`config.mk`:
```
export PLATFORM = sky130hd
export DESIGN_NAME = palette_tile_blitter_core
export DESIGN_NICKNAME = d
export VERILOG_FILES = /design/src/design/ptb_pkg.sv /design/src/design/ptb_ram.sv /design/src/design/ptb_place.sv /design/src/design/palette_tile_blitter_core.sv
export VERILOG_INCLUDE_DIRS = /design/src /design/src/design
export SDC_FILE = /design/constraint.sdc
export NUM_CORES = 2
export LEC_CHECK = 0
export ABC_CLOCK_PERIOD_IN_PS = 6600
export BUFFER_PORTS_ARGS = -buffer_cell sky130_fd_sc_hd__buf_4
export CORE_ASPECT_RATIO = 1.4
export CORE_MARGIN = 3
export CORE_UTILIZATION = 63
export CTS_CLUSTER_SIZE = 10
export DETAILED_ROUTE_END_ITERATION = 10
export GPL_TIMING_DRIVEN = 0
export PLACE_DENSITY_LB_ADDON = 0.25
export SLEW_MARGIN = 0
export SYNTH_ARGS = -nofsm -noshare
export SYNTH_HDL_FRONTEND = slang
export SYNTH_HIERARCHICAL = 1
export SYNTH_SLANG_ARGS = --single-unit
```
`constraint.sdc`:
```
create_clock -name clk_i -period 6.6 [get_ports clk_i]
set_input_delay 1.32 -clock clk_i [delete_from_list [all_inputs] [get_ports clk_i]]
set_output_delay 1.32 -clock clk_i [all_outputs]
set_load 0.05 [all_outputs]
```
`src/design/palette_tile_blitter_core_defines.svh`:
```
// ----------------------------------------------------------------------------
// Palette tile blitter assertion macros
// Shared concurrent assertion forms, clocked on the rising edge and
// disabled while the active-low reset is asserted.
// ----------------------------------------------------------------------------
`ifndef PALETTE_TILE_BLITTER_CORE_DEFINES_SVH
`define PALETTE_TILE_BLITTER_CORE_DEFINES_SVH

// Consequent must hold in the same cycle as the antecedent
`define PTB_ASSERT_SAME(label, clk, rstn, ante, cons) \
  label: assert property (@(posedge clk) disable iff (!rstn) (ante) |-> (cons)) \
    else $error("ptb: same-cycle check failed");

// Consequent must hold in the cycle after the antecedent
`define PTB_ASSERT_NEXT(label, clk, rstn, ante, cons) \
  label: assert property (@(posedge clk) disable iff (!rstn) (ante) |=> (cons)) \
    else $error("ptb: next-cycle check failed");

`endif

```
`src/design/ptb_pkg.sv`:
```
// ----------------------------------------------------------------------------
// Palette tile blitter package
// Shared widths, register and function codes, and the placement struct.
// ----------------------------------------------------------------------------
`timescale 1ns / 1ps

package ptb_pkg;

  // Default configuration of the design
  localparam int TileSizeDef     = 16;
  localparam int PaletteDepthDef = 256;

  // Field widths
  localparam int CoordW = 12;  // frame width / height / stride / clipped coords
  localparam int PosW   = 16;  // signed tile origin
  localparam int IndexW = 8;   // palette index and slot
  localparam int SizeW  = 9;   // palette size register
  localparam int ColorW = 16;  // RGB565
  localparam int AddrW  = 24;  // frame buffer word address

  // Stream and config port widths
  localparam int STdataW = 72;
  localparam int STuserW = 2;
  localparam int MTdataW = 40;
  localparam int CfgIdxW = 2;

  // Register reset values
  localparam logic [CoordW-1:0] FrameWidthRst  = CoordW'(320);
  localparam logic [CoordW-1:0] FrameHeightRst = CoordW'(240);
  localparam logic [CoordW-1:0] RowStrideRst   = CoordW'(320);
  localparam logic [SizeW-1:0]  PaletteSizeRst = '0;

  // Configuration register indexes
  typedef enum logic [CfgIdxW-1:0] {
    REG_FRAME_WIDTH  = 2'd0,
    REG_FRAME_HEIGHT = 2'd1,
    REG_ROW_STRIDE   = 2'd2,
    REG_PALETTE_SIZE = 2'd3
  } cfg_reg_e;

  // Item kinds
  typedef enum logic {
    FUNC_PIXEL = 1'b0,
    FUNC_LOAD  = 1'b1
  } func_e;

  // Placement of one pixel, from the position unit to the pipeline
  typedef struct packed {
    logic [CoordW-1:0] col;
    logic [CoordW-1:0] row;
    logic              on_frame;
  } place_t;

endpackage

```
`src/design/ptb_ram.sv`:
```
// ----------------------------------------------------------------------------
// Generic single-port-write RAM
// One write port and one read port, read data registered.
// ----------------------------------------------------------------------------
`timescale 1ns / 1ps

module ptb_ram #(
  parameter int WIDTH = 16,
  parameter int DEPTH = 256,
  parameter int AW    = (DEPTH > 1) ? $clog2(DEPTH) : 1
) (
  input  logic             clk_i,
  input  logic             we_i,
  input  logic [AW-1:0]    waddr_i,
  input  logic [WIDTH-1:0] wdata_i,
  input  logic             re_i,
  input  logic [AW-1:0]    raddr_i,
  output logic [WIDTH-1:0] rdata_o
);

  logic [WIDTH-1:0] mem_q [DEPTH];
  logic [WIDTH-1:0] rdata_q;

  // Write port
  always_ff @(posedge clk_i) begin
    if (we_i) begin
      mem_q[waddr_i] <= wdata_i;
    end
  end

  // Registered read, holds while re_i is low
  always_ff @(posedge clk_i) begin
    if (re_i) begin
      rdata_q <= mem_q[raddr_i];
    end
  end

  assign rdata_o = rdata_q;

endmodule

```
`src/design/ptb_place.sv`:
```
// ----------------------------------------------------------------------------
// Palette tile blitter position unit
// Keeps the tile origin, mirror flag and source pixel counter, places each
// pixel in the frame and checks it against the frame bounds.
// ----------------------------------------------------------------------------
`timescale 1ns / 1ps

module ptb_place #(
  parameter int TILE_SIZE = ptb_pkg::TileSizeDef
) (
  input  logic                        clk_i,
  input  logic                        rst_ni,
  input  logic                        step_i,     // pixel transaction taken
  input  logic                        start_i,
  input  logic [ptb_pkg::PosW-1:0]    tile_x_i,
  input  logic [ptb_pkg::PosW-1:0]    tile_y_i,
  input  logic                        mirror_i,
  input  logic [ptb_pkg::CoordW-1:0]  frame_width_i,
  input  logic [ptb_pkg::CoordW-1:0]  frame_height_i,
  output ptb_pkg::place_t             place_o
);

  import ptb_pkg::*;

  localparam int            CW      = $clog2(TILE_SIZE);
  localparam logic [CW-1:0] LastIdx = CW'(TILE_SIZE - 1);

  logic [PosW-1:0] org_x_q, org_y_q;
  logic            mirror_q;
  logic [CW-1:0]   col_q, row_q;

  logic [PosW-1:0] org_x, org_y;
  logic            mirror;
  logic [CW-1:0]   col_cur, row_cur, offset;
  logic [CW-1:0]   col_d, row_d;
  logic [PosW-1:0] dcol, drow;

  // A start pixel uses its own origin and a cleared counter
  always_comb begin
    org_x   = start_i ? tile_x_i : org_x_q;
    org_y   = start_i ? tile_y_i : org_y_q;
    mirror  = start_i ? mirror_i : mirror_q;
    col_cur = start_i ? '0 : col_q;
    row_cur = start_i ? '0 : row_q;
  end

  // Destination position, wraps at 16 bits
  always_comb begin
    offset = mirror ? (LastIdx - col_cur) : col_cur;
    dcol   = org_x + PosW'(offset);
    drow   = org_y + PosW'(row_cur);
  end

  // Clip: negative or at/after the frame edge
  always_comb begin
    place_o.col      = dcol[CoordW-1:0];
    place_o.row      = drow[CoordW-1:0];
    place_o.on_frame = !dcol[PosW-1] && (dcol[PosW-2:0] < (PosW-1)'(frame_width_i)) &&
                       !drow[PosW-1] && (drow[PosW-2:0] < (PosW-1)'(frame_height_i));
  end

  // Counter advance, row steps when the column wraps
  always_comb begin
    col_d = (col_cur == LastIdx) ? '0 : col_cur + CW'(1);
    row_d = row_cur;
    if (col_cur == LastIdx) begin
      row_d = (row_cur == LastIdx) ? '0 : row_cur + CW'(1);
    end
  end

  always_ff @(posedge clk_i or negedge rst_ni) begin
    if (!rst_ni) begin
      org_x_q  <= '0;
      org_y_q  <= '0;
      mirror_q <= 1'b0;
      col_q    <= '0;
      row_q    <= '0;
    end else if (step_i) begin
      org_x_q  <= org_x;
      org_y_q  <= org_y;
      mirror_q <= mirror;
      col_q    <= col_d;
      row_q    <= row_d;
    end
  end

endmodule

```
`src/design/palette_tile_blitter_core.sv`:
```
// Path: a drawn pixel is registered in stage 1 together with its palette RAM read, then
// in the output register, from which it is offered on the master side.
// Throughput: one item per clock unless the master side stalls; each item makes at most one
// palette RAM access in its accept cycle: a read for a pixel or a write for a palette load to a slot below the depth.
// Reset: config registers, origin, mirror and pixel counter reset; the palette RAM
// is not cleared and the block takes items from the first cycle after reset.
// ----------------------------------------------------------------------------
// Palette tile blitter top level
// Palette-indexed tile blitter with color key and frame clipping: placement,
// palette RAM lookup and frame buffer address generation.
// ----------------------------------------------------------------------------
`timescale 1ns / 1ps
`include "palette_tile_blitter_core_defines.svh"

module palette_tile_blitter_core #(
  parameter int TILE_SIZE     = ptb_pkg::TileSizeDef,
  parameter int PALETTE_DEPTH = ptb_pkg::PaletteDepthDef
) (
  input  logic                         clk_i,
  input  logic                         rst_ni,
  // Configuration writes
  input  logic                         cfg_we_i,
  input  logic [ptb_pkg::CfgIdxW-1:0]  cfg_idx_i,
  input  logic [ptb_pkg::CoordW-1:0]   cfg_wdata_i,
  // Input stream
  input  logic                         s_axis_tvalid_i,
  output logic                         s_axis_tready_o,
  // tile_x[15:0], tile_y[31:16], mirror[32], pixel_index[40:33],
  // palette_slot[48:41], palette_color[64:49], zero pad[71:65]
  input  logic [ptb_pkg::STdataW-1:0]  s_axis_tdata_i,
  // func[0], start_tile[1]
  input  logic [ptb_pkg::STuserW-1:0]  s_axis_tuser_i,
  // Output stream
  output logic                         m_axis_tvalid_o,
  input  logic                         m_axis_tready_i,
  // write_address[23:0], write_color[39:24]
  output logic [ptb_pkg::MTdataW-1:0]  m_axis_tdata_o
);

  import ptb_pkg::*;

  localparam int             RamAw    = (PALETTE_DEPTH > 1) ? $clog2(PALETTE_DEPTH) : 1;
  localparam logic [SizeW-1:0] PalDepth = SizeW'(PALETTE_DEPTH);

  // Configuration registers
  logic [CoordW-1:0] frame_width_q, frame_height_q, row_stride_q;
  logic [SizeW-1:0]  palette_size_q;

  always_ff @(posedge clk_i or negedge rst_ni) begin
    if (!rst_ni) begin
      frame_width_q  <= FrameWidthRst;
      frame_height_q <= FrameHeightRst;
      row_stride_q   <= RowStrideRst;
      palette_size_q <= PaletteSizeRst;
    end else if (cfg_we_i) begin
      unique case (cfg_reg_e'(cfg_idx_i))
        REG_FRAME_WIDTH:  frame_width_q  <= cfg_wdata_i;
        REG_FRAME_HEIGHT: frame_height_q <= cfg_wdata_i;
        REG_ROW_STRIDE:   row_stride_q   <= cfg_wdata_i;
        REG_PALETTE_SIZE: palette_size_q <= cfg_wdata_i[SizeW-1:0];
      endcase
    end
  end

  // Input unpacking
  logic              func;
  logic              start_tile;
  logic [PosW-1:0]   tile_x, tile_y;
  logic              mirror;
  logic [IndexW-1:0] pixel_index, palette_slot;
  logic [ColorW-1:0] palette_color;

  assign func          = s_axis_tuser_i[0];
  assign start_tile    = s_axis_tuser_i[1];
  assign tile_x        = s_axis_tdata_i[15:0];
  assign tile_y        = s_axis_tdata_i[31:16];
  assign mirror        = s_axis_tdata_i[32];
  assign pixel_index   = s_axis_tdata_i[40:33];
  assign palette_slot  = s_axis_tdata_i[48:41];
  assign palette_color = s_axis_tdata_i[64:49];

  // Pipeline flow control
  logic s1_valid_q, out_valid_q;
  logic out_adv, s1_adv, accept, is_load, pix_step;

  assign out_adv         = !out_valid_q || m_axis_tready_i;
  assign s1_adv          = !s1_valid_q || out_adv;
  assign s_axis_tready_o = s1_adv;
  assign accept          = s_axis_tvalid_i && s_axis_tready_o;
  assign is_load         = (func == FUNC_LOAD);
  assign pix_step        = accept && !is_load;

  // Pixel placement and clipping
  place_t place;

  ptb_place #(
    .TILE_SIZE (TILE_SIZE)
  ) u_place (
    .clk_i          (clk_i),
    .rst_ni         (rst_ni),
    .step_i         (pix_step),
    .start_i        (start_tile),
    .tile_x_i       (tile_x),
    .tile_y_i       (tile_y),
    .mirror_i       (mirror),
    .frame_width_i  (frame_width_q),
    .frame_height_i (frame_height_q),
    .place_o        (place)
  );

  // Palette RAM: loads write, pixels read; the read sees any earlier write
  logic              ram_we, idx_ok;
  logic [ColorW-1:0] ram_rdata;

  assign ram_we = accept && is_load && ({1'b0, palette_slot} < PalDepth);
  assign idx_ok = (pixel_index != '0) && ({1'b0, pixel_index} < palette_size_q) &&
                  ({1'b0, pixel_index} < PalDepth);

  ptb_ram #(
    .WIDTH (ColorW),
    .DEPTH (PALETTE_DEPTH),
    .AW    (RamAw)
  ) u_palette (
    .clk_i   (clk_i),
    .we_i    (ram_we),
    .waddr_i (palette_slot[RamAw-1:0]),
    .wdata_i (palette_color),
    .re_i    (pix_step),
    .raddr_i (pixel_index[RamAw-1:0]),
    .rdata_o (ram_rdata)
  );

  // Stage 1: drawn pixel coordinates, waiting on the RAM read
  logic [CoordW-1:0] s1_col_q, s1_row_q;

  always_ff @(posedge clk_i or negedge rst_ni) begin
    if (!rst_ni) begin
      s1_valid_q <= 1'b0;
    end else if (s1_adv) begin
      s1_valid_q <= pix_step && idx_ok && place.on_frame;
    end
  end

  always_ff @(posedge clk_i) begin
    if (pix_step) begin
      s1_col_q <= place.col;
      s1_row_q <= place.row;
    end
  end

  // Address generation: row * stride + column, 24-bit wrap
  logic [AddrW-1:0] row_base, addr_d;

  assign row_base = AddrW'(s1_row_q) * AddrW'(row_stride_q);
  assign addr_d   = row_base + AddrW'(s1_col_q);

  // Output register
  logic [AddrW-1:0]  out_addr_q;
  logic [ColorW-1:0] out_color_q;

  always_ff @(posedge clk_i or negedge rst_ni) begin
    if (!rst_ni) begin
      out_valid_q <= 1'b0;
    end else if (out_adv) begin
      out_valid_q <= s1_valid_q;
    end
  end

  always_ff @(posedge clk_i) begin
    if (out_adv && s1_valid_q) begin
      out_addr_q  <= addr_d;
      out_color_q <= ram_rdata;
    end
  end

  assign m_axis_tvalid_o = out_valid_q;
  assign m_axis_tdata_o  = {out_color_q, out_addr_q};

  // Checks
  `PTB_ASSERT_SAME(a_full_stall, clk_i, rst_ni,
                   s1_valid_q && out_valid_q && !m_axis_tready_i, !s_axis_tready_o)
  `PTB_ASSERT_NEXT(a_drawn_enters_s1, clk_i, rst_ni,
                   pix_step && idx_ok && place.on_frame, s1_valid_q)
  `PTB_ASSERT_SAME(a_ram_write_only_on_load, clk_i, rst_ni,
                   ram_we, accept && is_load && !pix_step)

endmodule

```
* Yosys cells after proc, flatten, opt, wreduce, memory -nomap -nowiden
Memories as Yosys holds them, arrays and structs flattened. A register that Yosys moved wholly into a read port is not among the register bits. Index checks and enable logic that the tools add are counted.
Cells by class: multiply operators 1, muxes and demuxes 11, add/sub/neg operators 6, equality and inequality tests 5, reductions and logical operators 23, magnitude comparators 3
Operator list (number):
- $add A16 B4 Y16 | 2
- $mux W16 | 2
- $lt A15 B12 Y1 | 2
- $add A24 B12 Y24 | 1
- $mul A12 B12 Y24 | 1
- $mux W4 | 6
- $logic_and A1 B1 Y1 | 10
- $lt A8 B9 Y1 | 1
- $add A4 B1 Y4 const B | 2
- $eq A4 B4 Y1 const B | 2
- $reduce_and A2 Y1 | 4
- $reduce_bool A8 Y1 | 1
- $logic_not A1 Y1 | 5
- $eq A2 B2 Y1 const B | 2
- $sub A4 B4 Y4 const A | 1
- $mux W1 | 3
- $eq A2 B1 Y1 const B | 1
- $logic_not A2 Y1 | 1
- $logic_or A1 B1 Y1 | 2
Word-level totals: bits in registers 152, output and inout bits 42, word-level logic and storage cells 65, memory bits (writable) 4096, memories kept 1
Memories:
- u_palette.mem_q | depth 256, width 16, rd ports 1, clocked after memory_dff 1, write ports 1, line ptb_ram.sv:21 | logic [WIDTH-1:0] mem_q [DEPTH];

* Logic depth before layout (Yosys ltp)
depth in word-level cells 9, mapped depth 26, mapped depth without buffers 22

* Modules after synthesis
Netlist, hierarchy kept.
Modules (own cells, without submodules):
- ptb_ram | cells each 7360, instances 1, sequential area each 123478.4 um^2, area an instance 158874.9 um^2
- palette_tile_blitter_core | cells each 839, instances 1, sequential area each 3108.0 um^2, area an instance 9181.3 um^2
- ptb_place | cells each 369, instances 1, sequential area each 1026.0 um^2, area an instance 3522.1 um^2

* Worst setup path before layout
Ideal clock, no wire load.
path type in2reg, from input s_axis_tuser_i[1] (netlist name), to register s1_valid_q, data arrival time 5.401 ns, stages 25, setup time 0.095 ns, path slack 1.104 ns, path through buf_6 -> buf_4 -> buf_2 -> buf_2 -> clkbuf_1 -> nor2_1 -> ha_1 -> fa_1 -> nand3_1 -> nand2_1 -> nand3_1 -> xnor2_1 -> nor2_1 -> a21oi_1 -> ha_1 -> and4_1 -> o21ai_0 -> o221ai_1 -> a311oi_1 -> o2111ai_1 -> nor4b_2 -> o2111ai_1 -> nor2_1 -> o21ai_0 -> o211ai_1
RTL lines:
- start, declared | line palette_tile_blitter_core.sv:32 | input logic [ptb_pkg::STuserW-1:0] s_axis_tuser_i,
- end signal, assigned | line palette_tile_blitter_core.sv:140 | s1_valid_q <= pix_step && idx_ok && place.on_frame;
- end, declared | line palette_tile_blitter_core.sv:83 | logic s1_valid_q, out_valid_q;

==> flow_summary_export.csv <==
group,metric,value,unit
floorplan,coreArea,0.271,mm²
layout,nFillCells,15700,
critical_path,cpMostUsedCell,"clkbuf_1",
place,hpwl,366,mm
drt,top_layer,"met5",
floorplan,io_pins,135,
drt,dr_total_vias,94400,
timing,fin_worst_skew,0.0356,ns
power_and_ir_drop,power_density,322,mW/mm²
critical_path,worstPathMaxFanout,10,
synthesis,ys_seq_area_frac,0.744,
critical_path,setup.worst_path.end_class,"flop",
timing,finalMaxSlewViolations,54,
power_and_ir_drop,p_sw_frac,0.253,
clock_network,cts_tree,"built",
critical_path,path_delay_family,"buffers and inverters",
power_and_ir_drop,p_int,46600,µW
power_and_ir_drop,p_leak,0.0635,µW
critical_path,max_stage_delay,1.15,ns
layout,area_delta_synth_final,13.1,%
timing,hold_viol,0,
outcome,status,"finished, violations left",
timing,fmax,0.140,GHz
outcome,violations,"max-capacitance violations, max-slew violations, negative setup slack",
clock_network,clk_latency,0.98,ns
drt,wl_met3,60.1,mm
clock_network,cts_sinks,4264,
global_route,grt_pass1_vias,94800,
drt,drc,0,
synthesis,synthFlopType,"edfxtp_1",
power_and_ir_drop,power,62400,µW
timing,min_period,7.16,ns
floorplan,die-area,0.279,mm²
layout,nets,9687,
synthesis,synth_edf_count,4176,
drt,wl_per_cell,41.5,µm
floorplan,die_y,623,µm
drt,routed_wl,541,mm
layout,fin_util,0.716,
global_route,grt_use_total,0.392,
drt,wl_met1,163,mm
layout,drive_above_1_share,0.246,
critical_path,path_cells,"buf_4 > clkbuf_1 > clkbuf_1 > clkdlybuf4s15_1 > clkbuf_1 > clkbuf_1 > nor3_1 > nor3_1 > nor4_1",
floorplan,start_util,0.633,
power_and_ir_drop,peakVddDrop,1.02,mV
timing,max_slew.worst_pin.slew,1.56,ns
hold_path,hold_class,"flop to flop",
critical_path,crit_path_start_kind,"primary input",
clock_network,htreeDepth,5,
global_route,antenna_found_initial,36,
synthesis,syn-num-nets,8882,
drt,drt-vias-per-instance,7.25,
synthesis,async_reset_ff_frac,0.0206,
global_route,grt_start_max_net_pins,149,
critical_path,crit_required,7.21,ns
synthesis,synth_cell_type_count,82,
clock_network,post_cts_buffers,0,
critical_path,worst_path_max_delay_cell,"clkdlybuf4s15_1",
critical_path,worstSetupPathType,"primary input to flop",
synthesis,synth_seq_cells,4264,
drt,first_iter_violations,15100,
clock_network,cts_buffer_depth,4,
power_and_ir_drop,p_sw,15800,µW
drt,first_pass_iters,7,
power_and_ir_drop,power_frac_seq,0.486,
floorplan,die-width,447,µm
clock_network,cts.clk_slew.worst_paths,0.05,ns
global_route,gr-total-overflow,0,
clock_network,cts-root-buf,"clkbuf_16",
timing,fin_crit_sh,1.08,
drt,final_antenna_net_count,0,
synthesis,netlist_area,0.172,mm²
floorplan,num_rows,226,
global_route,grt_pass1_wl,745,mm
timing,relSlewSlack,-0.0417,
timing,rsz0062_at_grt,"false",
place,port_buffers,123,
run,drv_cap,5,
synthesis,ys_warn_count,6,
clock_network,cts_made_buffers,471,
synthesis,syn_area_per_cell,20.0,µm²
clock_network,ctsResizeCount,0,
timing,setup_viol,12,
clock_network,postCtsHoldBufs,0,
place,gp_congestion,1.07,
critical_path,worst-path-buf-inv,6,
power_and_ir_drop,p_comb_frac,0.154,
timing,setup_slack,-0.555,ns
critical_path,cp_data_arrival_time,7.76,ns
drt,dr_wl_met2,256,mm
power_and_ir_drop,pwr-share-clk,0.360,
synthesis,syn-instance-count,8568,
==> state kept, by name, summed over array words and instances (netlist names) <==
name	count
s1_row_q	12
u_place/col_q	4
palette_size_q	9
u_place/mirror_q	1
u_place/org_y_q	16
frame_width_q	12
u_place/org_x_q	16
s1_col_q	12
out_color_q	16
row_stride_q	12
out_addr_q	24
u_place/row_q	4
u_palette/rdata_o	16
s1_valid_q	1
u_palette/mem_q	4096
m_axis_tvalid_o	1
frame_height_q	12
==> power by group through the flow <==
| stage | registers [µW] | logic (µW) | clock network [µW] |
|---|---|---|---|
| after detailed placement | 30900 | 9440 | 0 |
| after global placement | 30900 | 9170 | 0 |
| after CTS | 30300 | 9510 | 22600 |
| after global routing | 30300 | 10500 | 23700 |
| final | 30300 | 9580 | 22500 |
| after floorplan | 30800 | 6450 | 0 |
==> cells in the final DEF (no fill, tap or decap), drive strengths merged, types with 45 or more instances in the layout <==
cell type | Yosys | final
dfrtp | 80 | 80
o21ai | 66 | 66
mux2i | 583 | 583
nor3 | 98 | 98
nand2 | 159 | 159
nor2 | 335 | 335
edfxtp | 4176 | 4176
ha | 108 | 108
o221ai | 254 | 254
o22ai | 151 | 151
inv | 218 | 230
mux2 | 178 | 178
and2 | 72 | 72
fa | 113 | 113
a21oi | 216 | 216
nand3 | 52 | 52
clkbuf | 258 | 780
a22oi | 45 | 45
buf | 236 | 568
mux4 | 797 | 797
==> cell families (layout without fill, tap and decap cells) <==
logic type / count (synthesis) / after routing / synth area share
compound gates: 907 / 907 / 0.0374
xor+xnor: 54 / 54 / 0.00276
other cells: 0 / 32 / 0
fa+ha+maj: 221 / 221 / 0.0211
mux: 1558 / 1558 / 0.150
simple gates: 852 / 852 / 0.0233
buf+inv: 712 / 1594 / 0.0214
flops: 4264 / 4264 / 0.744
==> path summary, 6_finish.rpt <==
path | start | endpoint | slack, ns | cells past startpoint
setup / recovery | s_axis_tdata_i[36] | u_palette/rdata_o[11] | -0.56 | 9
hold / removal | u_palette/rdata_o[12] | out_color_q[12] | 0.42 | 0
setup reg to reg | s1_row_q[8] | out_addr_q[22] | 0.88 | 18
hold reg to reg | u_palette/rdata_o[12] | out_color_q[12] | 0.42 | 0
max in group asynchronous | rst_ni | u_place/col_q[3] | 5.28 | 1
min in group asynchronous | rst_ni | u_place/org_y_q[2] | 0.55 | 1
==> synthesized netlist by cell type (all sizes together) (31+ instances only) <==
library cell | instances | share of area
a21oi | 216 | 0.0063
a22o | 32 | 0.0016
a22oi | 45 | 0.0020
and2 | 72 | 0.0026
buf | 236 | 0.011
clkbuf | 258 | 0.0056
dfrtp | 80 | 0.012
edfxtp | 4176 | 0.73
fa | 113 | 0.013
ha | 108 | 0.0079
inv | 218 | 0.0048
mux2 | 178 | 0.012
mux2i | 583 | 0.034
mux4 | 797 | 0.10
nand2 | 159 | 0.0035
nand3 | 52 | 0.0015
nand4 | 35 | 0.0013
nor2 | 335 | 0.0073
nor3 | 98 | 0.0029
o21ai | 66 | 0.0019
o221ai | 254 | 0.013
o22ai | 151 | 0.0055
xnor2 | 31 | 0.0016
==> final cells by class <==
| class | count | area, µm² | area share |
|---|---|---|---|
| Inverter | 218 | 818 | 0.00422 |
| Clock buffer | 523 | 12100 | 0.0622 |
| Tap cell | 3534 | 4420 | 0.0228 |
| Sequential cell | 4264 | 128000 | 0.658 |
| Multi-Input combinational cell | 3592 | 41000 | 0.211 |
| Antenna cell | 32 | 80.1 | 0.000413 |
| Clock inverter | 27 | 315 | 0.00163 |
| Timing Repair Buffer | 333 | 4760 | 0.0246 |
| Buffer | 493 | 2900 | 0.0149 |
==> stage by stage <==
stage	hold slack, ns	instances	area [µm²]	setup TNS, ns	worst slack (ns)
floorplan	0.400	8568	172000	0	1.10
global placement	0.407	12200	177000	-13.91	-1.08
detailed placement	0.406	12400	181000	-9.18	-0.797
CTS	0.408	13000	194000	0	0.169
global route	0.424	13000	194000	0	0.0735
finish	0.415	13000	194000	-4.27	-0.555
==> per-layer routing <==
metal,vias up,GRT usage
met1,48600,0.454
met2,7165,0.613
li1,36600,-
met3,2020,0.0984
met4,8,0.342
met5,-,0
No activity file was read; power rests on OpenSTA's default activity.
